### src/rcpd_pkg.sv
// Shared constants, rate type and scaling helpers for the receiver packet decoder.
package rcpd_pkg;

  localparam int unsigned PACKET_BYTES = 15;
  localparam int unsigned POS_W = $clog2(PACKET_BYTES);

  localparam logic OP_BYTE       = 1'b0;
  localparam logic OP_TIME_CHECK = 1'b1;

  localparam logic [POS_W-1:0] POS_HEADER   = POS_W'(0);
  localparam logic [POS_W-1:0] POS_ID0      = POS_W'(1);
  localparam logic [POS_W-1:0] POS_ID1      = POS_W'(2);
  localparam logic [POS_W-1:0] POS_ZERO0    = POS_W'(3);
  localparam logic [POS_W-1:0] POS_ZERO1    = POS_W'(4);
  localparam logic [POS_W-1:0] POS_THROTTLE = POS_W'(5);
  localparam logic [POS_W-1:0] POS_YAW      = POS_W'(6);
  localparam logic [POS_W-1:0] POS_PITCH    = POS_W'(7);
  localparam logic [POS_W-1:0] POS_ROLL     = POS_W'(8);
  localparam logic [POS_W-1:0] POS_FLAGS    = POS_W'(13);
  localparam logic [POS_W-1:0] POS_LAST     = POS_W'(PACKET_BYTES - 1);

  localparam logic [7:0] HDR_DATA    = 8'h55;
  localparam logic [7:0] HDR_BIND    = 8'hAA;
  localparam logic [7:0] CHAN_OFFSET = 8'h7D;
  localparam logic [7:0] AXIS_CENTER = 8'h7F;
  localparam logic [7:0] YAW_POS_MAX = 8'h3C;

  localparam int unsigned FLAG_FULL_RATE = 6;
  localparam int unsigned FLAG_MID_RATE  = 5;

  localparam logic [31:0] TIMEOUT_RESET = 32'd1000000;

  // Fixed-point division by the rate denominator uses a scaled reciprocal.
  localparam int unsigned RECIP_SHIFT = 29;
  localparam int unsigned RECIP_W     = 24;
  localparam int unsigned NUM_W       = 20;

  localparam logic [RECIP_W-1:0] RECIP_60  = RECIP_W'(((64'd1 << RECIP_SHIFT) + 59) / 60);
  localparam logic [RECIP_W-1:0] RECIP_100 = RECIP_W'(((64'd1 << RECIP_SHIFT) + 99) / 100);
  localparam logic [RECIP_W-1:0] RECIP_300 = RECIP_W'(((64'd1 << RECIP_SHIFT) + 299) / 300);

  typedef enum logic [1:0] {
    RATE_FULL,
    RATE_MID,
    RATE_LOW
  } rate_t;

  function automatic rate_t rate_of(input logic [7:0] flags_byte);
    rate_t r;
    if (flags_byte[FLAG_FULL_RATE]) begin
      r = RATE_FULL;
    end else if (flags_byte[FLAG_MID_RATE]) begin
      r = RATE_MID;
    end else begin
      r = RATE_LOW;
    end
    return r;
  endfunction

  function automatic logic [RECIP_W-1:0] recip_of(input rate_t rate);
    logic [RECIP_W-1:0] r;
    case (rate)
      RATE_FULL: r = RECIP_60;
      RATE_MID:  r = RECIP_100;
      RATE_LOW:  r = RECIP_300;
      default:   r = RECIP_300;
    endcase
    return r;
  endfunction

  function automatic logic [8:0] half_of(input rate_t rate);
    logic [8:0] h;
    case (rate)
      RATE_FULL: h = 9'd30;
      RATE_MID:  h = 9'd50;
      RATE_LOW:  h = 9'd150;
      default:   h = 9'd150;
    endcase
    return h;
  endfunction

endpackage

### src/rcpd_axis_scale.sv
// Converts one raw stick byte into a rate-scaled signed Q3.12 axis command.
module rcpd_axis_scale
  import rcpd_pkg::*;
(
  input  logic [7:0]  raw,
  input  logic        yaw_mode,
  input  rate_t       rate,
  output logic [15:0] scaled
);

  logic                      neg;
  logic [7:0]                mag;
  logic [NUM_W-1:0]          num;
  logic [NUM_W+RECIP_W-1:0]  prod;
  logic [14:0]               quot;

  always_comb begin
    if (raw[7]) begin
      neg = 1'b1;
      mag = raw - AXIS_CENTER;
    end else if (yaw_mode) begin
      neg = 1'b0;
      mag = (raw <= YAW_POS_MAX) ? raw : 8'd0;
    end else begin
      neg = 1'b0;
      mag = AXIS_CENTER - raw;
    end
  end

  // The magnitude is rounded half away from zero before the sign is applied.
  assign num    = {mag, 12'b0} + NUM_W'(half_of(rate));
  assign prod   = NUM_W'(num) * recip_of(rate);
  assign quot   = prod[RECIP_SHIFT +: 15];
  assign scaled = neg ? (16'd0 - {1'b0, quot}) : {1'b0, quot};

endmodule

### src/rc_receiver_packet_decoder.sv
// Top level of the radio-control receiver packet decoder.
// Usage: each input request carries one packet byte (operation 0) or a bare
// time check (operation 1), with first_byte marking byte 0 of a 15-byte packet
// and now_us giving the current microsecond time.
// Every input request produces exactly one output request that shows the
// decoder state after that byte: held throttle and axes, aux flags, failsafe,
// bind status and, on the last byte of a bind packet, a radio channel write.
// The failsafe timeout is written through the configuration channel, which is
// always ready and must only be used while the decoder is idle.
// An accepted input request is held in the input register, which feeds one
// pass of decode logic into the output register that holds the result.
// Throughput is one request per cycle unless the output stalls; the three axis
// scalers each use one reciprocal multiply, which sets the longest path.
// Reset clears the decoder to bind mode with failsafe active and all axes at
// zero, and restores the default timeout of one second.
// When the output is stalled, the result holds and the input register keeps
// at most one further request before the input stops taking new ones.
module rc_receiver_packet_decoder
  import rcpd_pkg::*;
(
  input  logic               clk,
  input  logic               rst,

  input  logic               cfg_valid,
  output logic               cfg_ready,
  input  logic [31:0]        failsafe_timeout_us,

  input  logic               in_valid,
  output logic               in_ready,
  input  logic               operation,
  input  logic [7:0]         data_byte,
  input  logic               first_byte,
  input  logic [31:0]        now_us,

  output logic               out_valid,
  input  logic               out_ready,
  output logic [7:0]         throttle,
  output logic signed [15:0] yaw,
  output logic signed [15:0] pitch,
  output logic signed [15:0] roll,
  output logic [3:0]         aux_flags,
  output logic [3:0]         aux_changed,
  output logic               packet_accepted,
  output logic               failsafe,
  output logic               bound,
  output logic               channel_write,
  output logic [7:0]         radio_channel
);

  logic [31:0]      timeout;

  logic             s1_valid;
  logic             s1_op;
  logic [7:0]       s1_byte;
  logic             s1_first;
  logic [31:0]      s1_now;
  logic             advance;

  logic [POS_W-1:0] byte_position, byte_position_next;
  logic [7:0]       packet_header, packet_header_next;
  logic             header_ok, header_ok_next;
  logic             normal_mode, normal_mode_next;
  logic [7:0]       transmitter_id [2];
  logic [7:0]       transmitter_id_next [2];
  logic [15:0]      pending_yaw, pending_yaw_next;
  logic [15:0]      pending_pitch, pending_pitch_next;
  logic [15:0]      pending_roll, pending_roll_next;
  logic [7:0]       pending_throttle, pending_throttle_next;
  logic [3:0]       pending_flags, pending_flags_next;
  logic [15:0]      held_yaw, held_yaw_next;
  logic [15:0]      held_pitch, held_pitch_next;
  logic [15:0]      held_roll, held_roll_next;
  logic [7:0]       held_throttle, held_throttle_next;
  logic [3:0]       previous_aux, previous_aux_next;
  logic [31:0]      last_good_time, last_good_time_next;
  logic             failsafe_flag, failsafe_flag_next;

  logic [POS_W-1:0] pos;
  logic             accepted;
  logic             chan_wr;
  logic [7:0]       channel;
  logic [3:0]       changed;
  logic [31:0]      elapsed;
  rate_t            rate;
  logic [15:0]      yaw_scaled, pitch_scaled, roll_scaled;

  assign cfg_ready = 1'b1;
  assign advance   = s1_valid && (!out_valid || out_ready);
  assign in_ready  = !s1_valid || advance;
  assign rate      = rate_of(s1_byte);

  rcpd_axis_scale u_yaw (
    .raw      (pending_yaw[7:0]),
    .yaw_mode (1'b1),
    .rate     (rate),
    .scaled   (yaw_scaled)
  );

  rcpd_axis_scale u_pitch (
    .raw      (pending_pitch[7:0]),
    .yaw_mode (1'b0),
    .rate     (rate),
    .scaled   (pitch_scaled)
  );

  rcpd_axis_scale u_roll (
    .raw      (pending_roll[7:0]),
    .yaw_mode (1'b0),
    .rate     (rate),
    .scaled   (roll_scaled)
  );

  always_comb begin
    byte_position_next     = byte_position;
    packet_header_next     = packet_header;
    header_ok_next         = header_ok;
    normal_mode_next       = normal_mode;
    transmitter_id_next[0] = transmitter_id[0];
    transmitter_id_next[1] = transmitter_id[1];
    pending_yaw_next       = pending_yaw;
    pending_pitch_next     = pending_pitch;
    pending_roll_next      = pending_roll;
    pending_throttle_next  = pending_throttle;
    pending_flags_next     = pending_flags;
    held_yaw_next          = held_yaw;
    held_pitch_next        = held_pitch;
    held_roll_next         = held_roll;
    held_throttle_next     = held_throttle;
    previous_aux_next      = previous_aux;
    last_good_time_next    = last_good_time;
    failsafe_flag_next     = failsafe_flag;
    accepted               = 1'b0;
    chan_wr                = 1'b0;
    channel                = 8'd0;
    changed                = 4'd0;

    pos = s1_first ? POS_HEADER : byte_position;
    if (pos > POS_LAST) begin
      pos = POS_HEADER;
    end

    if (s1_op == OP_BYTE) begin
      if (pos == POS_HEADER) begin
        packet_header_next = s1_byte;
        header_ok_next     = (s1_byte == HDR_DATA);
      end else if (!normal_mode) begin
        if (packet_header == HDR_BIND && pos == POS_ID0) begin
          transmitter_id_next[0] = s1_byte;
        end else if (packet_header == HDR_BIND && pos == POS_ID1) begin
          transmitter_id_next[1] = s1_byte;
        end
      end else begin
        if ((pos == POS_ID0 && s1_byte != transmitter_id[0]) ||
            (pos == POS_ID1 && s1_byte != transmitter_id[1])) begin
          header_ok_next = 1'b0;
        end else if ((pos == POS_ZERO0 || pos == POS_ZERO1) && s1_byte != 8'd0) begin
          header_ok_next = 1'b0;
        end else if (pos == POS_THROTTLE) begin
          pending_throttle_next = s1_byte;
        end else if (pos == POS_YAW) begin
          pending_yaw_next = {8'd0, s1_byte};
        end else if (pos == POS_PITCH) begin
          pending_pitch_next = {8'd0, s1_byte};
        end else if (pos == POS_ROLL) begin
          pending_roll_next = {8'd0, s1_byte};
        end else if (pos == POS_FLAGS) begin
          pending_yaw_next   = yaw_scaled;
          pending_pitch_next = pitch_scaled;
          pending_roll_next  = roll_scaled;
          pending_flags_next = {s1_byte[4], s1_byte[3], s1_byte[2], s1_byte[0]};
        end
      end

      if (pos == POS_LAST) begin
        if (!normal_mode) begin
          if (packet_header == HDR_BIND) begin
            normal_mode_next = 1'b1;
            chan_wr          = 1'b1;
            channel          = transmitter_id[0] - CHAN_OFFSET;
          end
        end else if (header_ok) begin
          held_yaw_next       = pending_yaw;
          held_pitch_next     = pending_pitch;
          held_roll_next      = pending_roll;
          held_throttle_next  = pending_throttle;
          changed             = previous_aux ^ pending_flags;
          previous_aux_next   = pending_flags;
          last_good_time_next = s1_now;
          failsafe_flag_next  = 1'b0;
          accepted            = 1'b1;
        end
        header_ok_next = 1'b0;
      end

      byte_position_next = (pos == POS_LAST) ? POS_HEADER : pos + POS_W'(1);
    end

    elapsed = s1_now - last_good_time_next;
    if (elapsed > timeout) begin
      failsafe_flag_next = 1'b1;
      held_yaw_next      = 16'd0;
      held_pitch_next    = 16'd0;
      held_roll_next     = 16'd0;
      held_throttle_next = 8'd0;
    end
  end

  always_ff @(posedge clk) begin
    if (rst) begin
      timeout <= TIMEOUT_RESET;
    end else if (cfg_valid && cfg_ready) begin
      timeout <= failsafe_timeout_us;
    end
  end

  always_ff @(posedge clk) begin
    if (rst) begin
      s1_valid <= 1'b0;
    end else if (in_ready) begin
      s1_valid <= in_valid;
    end
    if (in_ready && in_valid) begin
      s1_op    <= operation;
      s1_byte  <= data_byte;
      s1_first <= first_byte;
      s1_now   <= now_us;
    end
  end

  always_ff @(posedge clk) begin
    if (rst) begin
      byte_position     <= POS_HEADER;
      packet_header     <= 8'd0;
      header_ok         <= 1'b0;
      normal_mode       <= 1'b0;
      transmitter_id[0] <= 8'd0;
      transmitter_id[1] <= 8'd0;
      pending_yaw       <= 16'd0;
      pending_pitch     <= 16'd0;
      pending_roll      <= 16'd0;
      pending_throttle  <= 8'd0;
      pending_flags     <= 4'd0;
      held_yaw          <= 16'd0;
      held_pitch        <= 16'd0;
      held_roll         <= 16'd0;
      held_throttle     <= 8'd0;
      previous_aux      <= 4'd0;
      last_good_time    <= 32'd0;
      failsafe_flag     <= 1'b1;
    end else if (advance) begin
      byte_position     <= byte_position_next;
      packet_header     <= packet_header_next;
      header_ok         <= header_ok_next;
      normal_mode       <= normal_mode_next;
      transmitter_id[0] <= transmitter_id_next[0];
      transmitter_id[1] <= transmitter_id_next[1];
      pending_yaw       <= pending_yaw_next;
      pending_pitch     <= pending_pitch_next;
      pending_roll      <= pending_roll_next;
      pending_throttle  <= pending_throttle_next;
      pending_flags     <= pending_flags_next;
      held_yaw          <= held_yaw_next;
      held_pitch        <= held_pitch_next;
      held_roll         <= held_roll_next;
      held_throttle     <= held_throttle_next;
      previous_aux      <= previous_aux_next;
      last_good_time    <= last_good_time_next;
      failsafe_flag     <= failsafe_flag_next;
    end
  end

  always_ff @(posedge clk) begin
    if (rst) begin
      out_valid <= 1'b0;
    end else if (advance) begin
      out_valid <= 1'b1;
    end else if (out_ready) begin
      out_valid <= 1'b0;
    end
    if (advance) begin
      throttle        <= held_throttle_next;
      yaw             <= held_yaw_next;
      pitch           <= held_pitch_next;
      roll            <= held_roll_next;
      aux_flags       <= previous_aux_next;
      aux_changed     <= changed;
      packet_accepted <= accepted;
      failsafe        <= failsafe_flag_next;
      bound           <= normal_mode_next;
      channel_write   <= chan_wr;
      radio_channel   <= channel;
    end
  end

endmodule

### config.mk
export PLATFORM = sky130hd
export DESIGN_NAME = rc_receiver_packet_decoder
export DESIGN_NICKNAME = d
export VERILOG_FILES = /design/src/rcpd_pkg.sv /design/src/rcpd_axis_scale.sv /design/src/rc_receiver_packet_decoder.sv
export SDC_FILE = /design/constraint.sdc
export NUM_CORES = 2
export LEC_CHECK = 0
export ABC_AREA = 1
export BUFFER_PORTS_ARGS = -buffer_cell sky130_fd_sc_hd__buf_2
export CORE_MARGIN = 3
export CORE_UTILIZATION = 40
export CTS_CLUSTER_DIAMETER = 200
export CTS_CLUSTER_SIZE = 25
export DETAILED_ROUTE_END_ITERATION = 16
export SLEW_MARGIN = 20
export SYNTH_ARGS = -nofsm -noshare
export SYNTH_HDL_FRONTEND = slang
export SYNTH_SLANG_ARGS = --single-unit
### constraint.sdc
create_clock -name clk -period 8.3 [get_ports clk]
set_clock_uncertainty 0.15 [all_clocks]
set_input_delay 1.66 -clock clk [delete_from_list [all_inputs] [get_ports clk]]
set_output_delay 1.66 -clock clk [all_outputs]
set_load 0.02 [all_outputs]
==> summary.md <==
| Metric | Value |
|---|---|
| Run status | completed |
| Worst-Skew Late Latency | 0.57 ns |
| Net Sw Power | 8.205 mW |
| Die X | 315.8 um |
| Pleak | 21.63 nW |
| Dpl ws | 0.2587 ns |
| Sequential Power Share | 12.6% |
| Simple-gate share of the synthesized area | 16.61% |
| Row count | 112 |
| Filler instances | 9584 |
| Critical path required time | 8.58 ns |
| Cell Count, Final, Fillers Out | 6293 |
| Cell taking the most area after synthesis | fa_1 |
| Initial antenna violation count | 3 |
| Starting Density | 40.76% |
| Core ar. | 0.09417 mm^2 |
| Slowest stage delay, CP | 0.58 ns |
| Root Driver | clkbuf_16 |
| Count of final hold-check violations | 0 |
| Yosys cell types | 58 |
| Net Sw Frac | 56.01% |
| CTS max path bufs | 3 |
| Starting DRT DRC Count | 1980 |
| Full die area | 0.09972 mm^2 |
| Total power | 14.65 mW |
| Post-synthesis mux area share | 0.7823% |
| Clock share of power | 6.7% |
| Final setup viols | 0 |
| Post-synthesis xor/xnor area fraction | 2.617% |
| Top-area cell type share of the netlist area | 19.77% |
| Minimum clock period | 7.883 ns |
| Fin worst setup slack | 0.4166 ns |
| Congestion Overflow GR | 0 |
| Wire length of the first global-routing pass | 173.5 mm |
| Hpwl dp | 90.99 mm |
| Number of global-route vias before repair | 31300 |
| Compound-Gate Fraction of Synth Area | 9.987% |
| Fin crit share | 94.98% |
| Final #Nets | 6037 |
| Register bit count reported by yosys | 335 |
| Port bufs | 156 |
| TritonCTS Buffers | 17 |
| Cells on worst reg2reg path | 34 |
| CP Capture Type | register |
| Mean number of vias per cell | 4.977 |
| Slew @ Worst Pin | 1.103 ns |
| Async SR Flop Fraction | 0% |
| Antenna-violating nets left | 0 |
| Pin count of the biggest net entering global routing | 144 |
| Cells after Synth | 4800 |
| Worst r2r dst | pending_roll[14] |
| Most used cell, CP | nand2_1 |
| Reg2reg start | pending_roll[0] |
| Clk sinks | 335 |
| First drt pass iteration count | 6 |
| H-Tree Depth | 1 |
| WP data arrival | 8.16 ns |
| Hold Path Class | reg2reg |
| Crit path kind | reg2reg |
| EDFF count, synth | 134 |
| Hold Buf Count CTS | 0 |
| Post-Syn Area | 0.03839 mm^2 |
| Slew HR | 26.37% |
| GRT Util Overall | 22.17% |
| Critical Path Start | pending_roll[0] |
| Syn. warnings | 0 |
| Area Growth Syn to Fin | 9.368% |
| # DRC | 0 |
| Worst Setup EP | pending_roll[14] |
| Max-Cap Viols | 0 |
| RSZ-0062 raised after global routing | yes |
| Min-delay src | packet_header[1] |
| Main combinational cell family by area after synthesis | adder cells |
| Seq/Total Area, Yosys | 20.96% |
| Adder-cell share of the synthesized area | 37.72% |
| Top_reg_cell synth | dfxtp_1 |
| R2R Setup Slk | 0.42 ns |
| CP max-delay cell | fa_1 |
| Die Ht | 315.8 um |
| # IOs | 158 |
| Achievable frequency | 126.8 MHz |
| Post-Place Cells | 6262 |
| Wire length per cell | 17.51 um |
| Syn_area_per_cell | 7.997 um^2 |
| Pwr Density | 348.9 mW/mm^2 |
| Startpoint types | register |
| Final Max Tran Viols | 0 |
| Total detailed-routing wirelength | 110.2 mm |
| Peak supply drop | 501.4 uV |
| Area contributors post-synth | fa_1 (20%), ha_1 (18%), dfxtp_1 (10%) |
| GPL Wtd Cong | 0.9474 |
| Pint | 6.443 mW |
| Combinational power share | 80.7% |
| Vias | 31320 |
| Layout cells sized above 1 | 7.424% |
| Maximum fanout along the worst path | 6 |
| Clock-pin transition on the worst setup and hold timing paths | 0.11 ns |
| CTS tree | yes |
| Final Core Density | 44.58% |
flip-flops by register name, indices dropped and copies added, names as in the netlist, 8 cells and up:
name and flops:
throttle 8, s1_now 32, held_throttle 8, roll 16, held_pitch 16, held_yaw 16, pending_yaw 16, pending_pitch 16
packet_header 8, pending_throttle 8, pending_roll 16, timeout 32, s1_byte 8, held_roll 16, transmitter_id 16, yaw 16
last_good_time 32, radio_channel 8, pitch 16
cell families (layout without fill, tap and decap cells):
family                     count (synthesis)  count (layout)
and+or+nand+nor                         1542            1542
xor gates and xnor gates                 113             113
buffers and inverters                   1137            1310
adders and majority gates                930             930
other                                      2              68
muxes                                     30              30
DFF                                      335             335
AOI/OAI and AO/OA                        711             711
synthesized netlist by cell type (all sizes together) (12+ instances only):
library cell	count
edfxtp	134
ha	551
a21oi	335
o21bai	15
nand3b	16
nor2	395
fa	379
o21ai	268
o211ai	38
xnor2	57
nand3	162
nand4	33
xor2	56
nor3	36
a21boi	12
inv	1011
mux2i	30
nand2	875
clkbuf	81
dfxtp	201
buf	43
routing by layer:
layer	share of wire [%]	vias up	track usage [%]
li1	-	15590	-
met1	47	14930	30.96
met2	47	698	37.88
met3	4.2	110	1.842
met4	2.1	0	4.094
met5	0	-	0
power groups by stage:
stage	Clock [mW]	Combinational [mW]	Sequential, mW
global placement	0	11.4	1.89
finish	0.981	11.8	1.85
global route	1.05	13.4	1.86
detailed placement	0	11.4	1.89
CTS	1.01	11.5	1.85
floorplan	0	8.03	1.89
cell type report:
class / instances / area [um^2] / area share, %
flip-flops and latches: 335 / 8050 / 19.18
diodes: 1 / 2.502 / 0.005961
well taps: 1254 / 1569 / 3.737
inverters: 1013 / 3815 / 9.087
clock buffers: 27 / 462.9 / 1.103
repair buffers: 268 / 1650 / 3.931
multi-input cells: 3393 / 26410 / 62.90
clock inverters: 2 / 25.02 / 0.05961
per-stage QoR:
stage / instance area (um^2) / setup TNS [ns] / hold WS (ns)
finish: 41980 / 0 / 0.3193
global route: 41980 / -0.02965 / 0.3377
CTS: 41820 / 0 / 0.3204
detailed placement: 41330 / 0 / 0.3040
global placement: 41330 / 0 / 0.2984
floorplan: 38630 / 0 / 0.2806
worst min path at each step:
stage | endpoint | cells after the start
floorplan | packet_header[1] | 2
global placement | packet_header[1] | 2
detailed placement | packet_header[1] | 2
CTS | packet_header[6] | 2
global route | pending_yaw[12] | 2
finish | packet_header[1] | 2
placed cells by master (no fill, tap or decap), drive strengths merged, types with 16 or more instances in the layout:
cell,instances
mux2i,30
a21oi,335
o21ai,268
nor3,36
fa,379
ha,551
clkbuf,27
inv,1013
edfxtp,134
xor2,56
buf,268
nor2,395
dfxtp,201
o211ai,38
xnor2,57
nand3,162
nand4,33
nand2,875
nand3b,16
conb,67
critical path: cells and delay by family, from the launching register on:
kind / cells / cell delay (ns)
compound gates: 6 / 1.02
fa+ha+maj: 10 / 4.23
buf+inv: 4 / 0.40
xor+xnor: 2 / 0.51
simple gates: 12 / 1.08
flops: 1 / 0.34
timing repair:
item | 4_1_cts | 5_1_grt
resized for setup | 0 | 41
buffers inserted | 0 | 1
endpoints found under the setup margin | 0 | 60
Note: power is estimated with default switching activity, not from simulation.
